--- src/rtl/dau_pkg.sv ---
// ----------------------------------------------------------------------------
// dau_pkg
// Shared widths, constants, payload types and helper functions of the
// dihedral angle pipeline.
// ----------------------------------------------------------------------------
package dau_pkg;

   localparam int COORD_WIDTH_DEF  = 32;
   localparam int CORDIC_STEPS_DEF = 24;
   localparam int MAX_STEPS        = 32;

   localparam int BOND_LIM  = 21;
   localparam int BW        = BOND_LIM + 1;
   localparam int WIDE_LIM  = 30;
   localparam int FW        = WIDE_LIM + 1;
   localparam int RG_GUARD  = 9;
   localparam int AW        = 2 * BW + 2;
   localparam int SQW       = 2 * BOND_LIM + 2;
   localparam int NW        = SQW + 2 * RG_GUARD;
   localparam int GW        = NW / 2;
   localparam int UW        = AW + RG_GUARD + 1;
   localparam int PW        = 64;
   localparam int XW        = FW + 3;
   localparam int ZW        = 34;
   localparam int ANGLE_W   = 25;

   localparam logic signed [ZW-1:0] QUARTER_TURN = ZW'(64'd1073741824);
   localparam int ANGLE_MAX   = 11796480;
   localparam int DEG_MUL     = 45;
   localparam int ROUND_SHIFT = 13;

   localparam logic [1:0] REG_BOX_X = 2'd0;
   localparam logic [1:0] REG_BOX_Y = 2'd1;
   localparam logic [1:0] REG_BOX_Z = 2'd2;
   localparam logic [1:0] REG_AXES  = 2'd3;

   typedef struct packed {
      logic [2:0][BW-1:0] b1;
      logic [2:0][BW-1:0] m;
      logic [2:0][BW-1:0] b3;
   } bond_type;

   typedef struct packed {
      logic [2:0][AW-1:0] a;
      logic [2:0][AW-1:0] b;
      logic [2:0][BW-1:0] b3;
      logic               degen;
   } cross_type;

   typedef struct packed {
      logic signed [FW-1:0] c;
      logic signed [FW-1:0] s;
      logic                 zero;
      logic                 degen;
   } pair_type;

   typedef struct packed {
      logic zero;
      logic degen;
   } flag_type;

   function automatic logic [63:0] magnitude(logic [63:0] x);
      return x[63] ? -x : x;
   endfunction

   function automatic logic [6:0] msb_pos(logic [63:0] mg);
      logic [6:0] p;
      p = '0;
      for (int i = 0; i < 64; i++) begin
         if (mg[i]) p = 7'(i);
      end
      return p;
   endfunction

   function automatic logic [6:0] fit_shift(logic [63:0] mg, int lim);
      logic [6:0] k;
      k = '0;
      for (int i = 0; i < 64; i++) begin
         if (mg[i] && i >= lim) k = 7'(i + 1 - lim);
      end
      return k;
   endfunction

   function automatic logic [63:0] trunc_shift(logic [63:0] x, logic [6:0] k);
      logic [63:0] mg;
      mg = magnitude(x) >> k;
      return x[63] ? -mg : mg;
   endfunction

   function automatic logic [31:0] atan_turn(int i);
      logic [31:0] r;
      case (i)
         0: r = 32'd536870912;
         1: r = 32'd316933406;
         2: r = 32'd167458907;
         3: r = 32'd85004756;
         4: r = 32'd42667331;
         5: r = 32'd21354465;
         6: r = 32'd10679838;
         7: r = 32'd5340245;
         8: r = 32'd2670163;
         9: r = 32'd1335087;
         10: r = 32'd667544;
         11: r = 32'd333772;
         12: r = 32'd166886;
         13: r = 32'd83443;
         14: r = 32'd41722;
         15: r = 32'd20861;
         16: r = 32'd10430;
         17: r = 32'd5215;
         18: r = 32'd2608;
         19: r = 32'd1304;
         20: r = 32'd652;
         21: r = 32'd326;
         22: r = 32'd163;
         23: r = 32'd81;
         24: r = 32'd41;
         25: r = 32'd20;
         26: r = 32'd10;
         27: r = 32'd5;
         28: r = 32'd3;
         29: r = 32'd1;
         30: r = 32'd1;
         default: r = 32'd0;
      endcase
      return r;
   endfunction

endpackage

--- src/rtl/dau_isqrt.sv ---
// ----------------------------------------------------------------------------
// dau_isqrt
// Pipelined integer square root of |m|^2 * 2^18, one result bit per stage,
// with a side payload carried alongside.
// ----------------------------------------------------------------------------
module dau_isqrt #(
   parameter int SIDE_W = 1
) (
   input  logic                    clock,
   input  logic                    reset,
   input  logic                    adv,
   input  logic                    in_vld,
   input  logic [dau_pkg::SQW-1:0] in_rgsq,
   input  logic [SIDE_W-1:0]       in_side,
   output logic                    out_vld,
   output logic [dau_pkg::GW-1:0]  out_root,
   output logic [SIDE_W-1:0]       out_side
);

   localparam int NW = dau_pkg::NW;
   localparam int NI = dau_pkg::GW;

   logic [NW-1:0]     rem_ff  [NI];
   logic [NW-1:0]     res_ff  [NI];
   logic [SIDE_W-1:0] side_ff [NI];
   logic              vld_ff  [NI];

   for (genvar i = 0; i < NI; i++) begin : g_stage
      localparam logic [NW-1:0] BIT = NW'(1) << (NW - 2 - 2*i);
      logic [NW-1:0]     rem_src, res_src, trial;
      logic [SIDE_W-1:0] side_src;
      logic              vld_src;
      if (i == 0) begin : g_first
         assign rem_src  = {in_rgsq, (2*dau_pkg::RG_GUARD)'(0)};
         assign res_src  = '0;
         assign side_src = in_side;
         assign vld_src  = in_vld;
      end else begin : g_next
         assign rem_src  = rem_ff[i-1];
         assign res_src  = res_ff[i-1];
         assign side_src = side_ff[i-1];
         assign vld_src  = vld_ff[i-1];
      end
      assign trial = res_src + BIT;
      always_ff @(posedge clock) begin
         if (reset) begin
            vld_ff[i] <= 1'b0;
         end else if (adv) begin
            vld_ff[i] <= vld_src;
         end
         if (adv) begin
            if (rem_src >= trial) begin
               rem_ff[i] <= rem_src - trial;
               res_ff[i] <= (res_src >> 1) + BIT;
            end else begin
               rem_ff[i] <= rem_src;
               res_ff[i] <= res_src >> 1;
            end
            side_ff[i] <= side_src;
         end
      end
   end

   assign out_vld  = vld_ff[NI-1];
   assign out_root = res_ff[NI-1][NI-1:0];
   assign out_side = side_ff[NI-1];

endmodule

--- config.mk ---
export PLATFORM = sky130hd
export DESIGN_NAME = dau_isqrt
export DESIGN_NICKNAME = d
export VERILOG_FILES = /design/src/rtl/dau_pkg.sv /design/src/rtl/dau_isqrt.sv
export SDC_FILE = /design/constraint.sdc
export NUM_CORES = 2
export LEC_CHECK = 0
export BUFFER_PORTS_ARGS = -buffer_cell sky130_fd_sc_hd__buf_2
export CAP_MARGIN = 20
export CORE_MARGIN = 4
export CORE_UTILIZATION = 60
export CTS_CLUSTER_SIZE = 16
export DETAILED_ROUTE_END_ITERATION = 6
export HOLD_SLACK_MARGIN = 0.02
export PLACE_DENSITY = 0.77
export SLEW_MARGIN = 5
export SYNTH_ARGS = -nofsm -noshare
export SYNTH_HDL_FRONTEND = slang
export SYNTH_SLANG_ARGS = --single-unit
export TNS_END_PERCENT = 20
--- constraint.sdc ---
create_clock -name clock -period 5 [get_ports clock]
set_input_delay 0.5 -clock clock [delete_from_list [all_inputs] [get_ports clock]]
set_output_delay 0.5 -clock clock [all_outputs]
set_load 0.1 [all_outputs]
==> results.json <==
{
  "outcome": "finished clean",
  "cts_made_buffers": 198,
  "worstSetupPathType": "reg -> reg",
  "period_share_pct": 87.48,
  "synth-seq-cells": 1942,
  "die_w_um": 413.3,
  "crit_fanout": 32,
  "max-slew-margin-rel_pct": 27.53,
  "synth_area_leaders": "edfxtp_1 59%, ha_1 6.4%, xor2_1 3.9%",
  "max_freq_ghz": 0.2286,
  "final_util_pct": 66.80,
  "drive_gt1_share_pct": 7.103,
  "cp-start-kind": "register",
  "clk_pin_slew_ps": 60,
  "core_area_um2": 163000,
  "place.port_buffers": 81,
  "grt.total_usage_pct": 26.06,
  "skew_ps": 75.37,
  "cts_htree_levels": 4,
  "io_pins": 82,
  "setup_viol": 0,
  "synth_area_leader_cell": "edfxtp_1",
  "clk_path_buf_depth": 3,
  "via_count": 65266,
  "finalCriticalPeriod_ps": 4374,
  "cts_setup_buffers": 0,
  "critPathRequiredTime_ps": 5460,
  "slew_viol_final": 0,
  "power_density_nw_per_um2": 448.5,
  "postSynthAreaPerCell_um2": 11.85,
  "crit_path_end": "rem_ff[1][393]",
  "die_h_um": 413.3,
  "root_buffer": "clkbuf_16",
  "yosysSeqAreaShare_pct": 59.17,
  "crit_arrival_ps": 4830,
  "dp_hpwl_um": 162800,
  "dieArea_um2": 170800,
  "ir_worst_vdd_uv": 460.4,
  "overflow": 0,
  "gp_congestion": 0.9371,
  "clk_latency_ps": 870,
  "yosys_warnings": 0,
  "final_common_cell": "edfxtp_1",
  "leakagePower_nw": 41.29,
  "yosysTopAreaCellShare_pct": 59.17,
  "postRouteAntennaNets": 0,
  "syn_to_final_growth_pct": 10.45,
  "rows": 148,
  "reg2regPathDepth": 9,
  "r2r-end": "rem_ff[1][393]",
  "fin_tns_setup_ps": 0,
  "wirelength_um": 224300,
  "finish.net_count": 9071,
  "holdCritPathClass": "in -> reg",
  "async_flop_share_pct": 0,
  "drc": 0,
  "start_util_pct": 60.48,
  "antenna_found_initial": 4,
  "grt_pass1_vias": 63476,
  "routed_via_density": 6.014,
  "grt_setup_unrepaired": "no",
  "tightest_slew_ps": 1087,
  "syn-cell-area_um2": 98550,
  "syn_inst": 8317,
  "wl_per_cell_um": 20.67,
  "grt_max_degree": 155,
  "final_cell_mix": "1942 x edfxtp_1, 713 x nand2_1, 634 x inv_1",
  "drtIter0Drc": 6120,
  "synth_edf_count": 1942,
  "dr.pass1.iters": 6,
  "cp-end-kind": "register",
  "cp-startpoint": "rem_ff[1][349]",
  "cts_tree": "yes",
  "cts_num_sinks": 1942,
  "cap_violations": 0,
  "synth_flop_cell": "edfxtp_1",
  "min_from": "adv",
  "fin_total_pwr_mw": 48.82,
  "r2r_start": "rem_ff[1][349]",
  "grt_pass1_wl_um": 349800,
  "syn_nets": 8881,
  "final_hold_viol_count": 0,
  "synth_cell_types": 89,
  "ff2ff_setup_slack_ps": 630
}
final cells by class:
cell class	instances	area, um^2
well taps	2175	2721
inverters	635	2384
repair buffers	202	1540
flip-flops and latches	1942	58320
multi-input cells	5528	37150
clock inverters	138	1622
diodes	6	15.01
clock buffers	227	5106
fillers	11678	54100
sequential cells by signal, summed over array words and instances (netlist names):
| name | flops |
|---|---|
| res_ff | 496 |
| side_ff | 31 |
| vld_ff | 31 |
| rem_ff | 1384 |
logic make-up (layout without fill, tap and decap cells):
kind of cell / Yosys count / count (layout) / share of synthesized area (%)
flops: 1942 / 1942 / 59.17
fa+ha+maj: 515 / 515 / 6.599
xor+xnor: 801 / 801 / 7.118
buf+inv: 847 / 1202 / 3.260
compound gates: 1666 / 1666 / 10.48
other cells: 0 / 6 / 0
mux: 57 / 57 / 0.6361
simple gates: 2489 / 2489 / 12.74
layer usage:
layer	vias up	track usage [%]	part of all wire (%)
met5	-	0	0
met4	0	9.096	3.6
met3	453	3.811	5.9
met2	2177	44.70	49
met1	31516	34.04	41
li1	31120	-	-
worst min path at each step:
stage	endpoint	cells after the start
floorplan	side_ff[10]	0
global placement	side_ff[2]	0
detailed placement	side_ff[4]	0
CTS	rem_ff[1][28]	1
global route	rem_ff[1][28]	1
finish	rem_ff[1][28]	1
cells in the mapped netlist, drive strengths merged (13+ instances only):
master	n
o31a	13
clkbuf	201
o21bai	51
xnor2	364
ha	507
or2	45
o41ai	14
nand2	713
nor3b	22
o211ai	40
nor4b	42
o21ai	533
and2	46
nand2b	95
o21a	66
o31ai	36
nand3b	23
or4	57
a2111oi	16
a21o	192
nor3	242
nand3	142
nor2	490
a41oi	17
a211o	21
nor2b	64
nor4	219
xor2	437
inv	635
edfxtp	1942
mux2	45
or3	99
and3	32
nand4b	23
a31oi	39
o2111ai	14
a211oi	57
a21oi	444
nand4	94
per-stage QoR:
stage | cell area, um^2 | worst slack [ps] | hold slack (ps) | std cells
finish | 108900 | 625.9 | 116.3 | 10853
global route | 108800 | 302.7 | 133.8 | 10847
floorplan | 98550 | 1081 | 400.3 | 8317
detailed placement | 101600 | 745.3 | 405.2 | 10434
CTS | 108800 | 659.1 | 113.4 | 10845
global placement | 101600 | 774.5 | 400.9 | 10434
power by group:
group          switching [mW]  internal (mW)
sequential               1.86           20.9
combinational            6.49           4.48
clock                    6.52           8.58
total                    14.9           34.0
timing repair:
action	in CTS	in global routing
hold buffers	46	0
hold endpoints to repair	46	0
resized for setup	0	0
critical path: stages (launching register included):
cell and delay [ps]:
edfxtp_1 410, ha_1 410, a2111oi_0 690, nor3b_1 580, nand3_1 250, a2111oi_0 440, buf_4 220, o21a_1 300
buf_4 360, o21ai_0 320
Note: power is estimated with default switching activity, not from simulation.
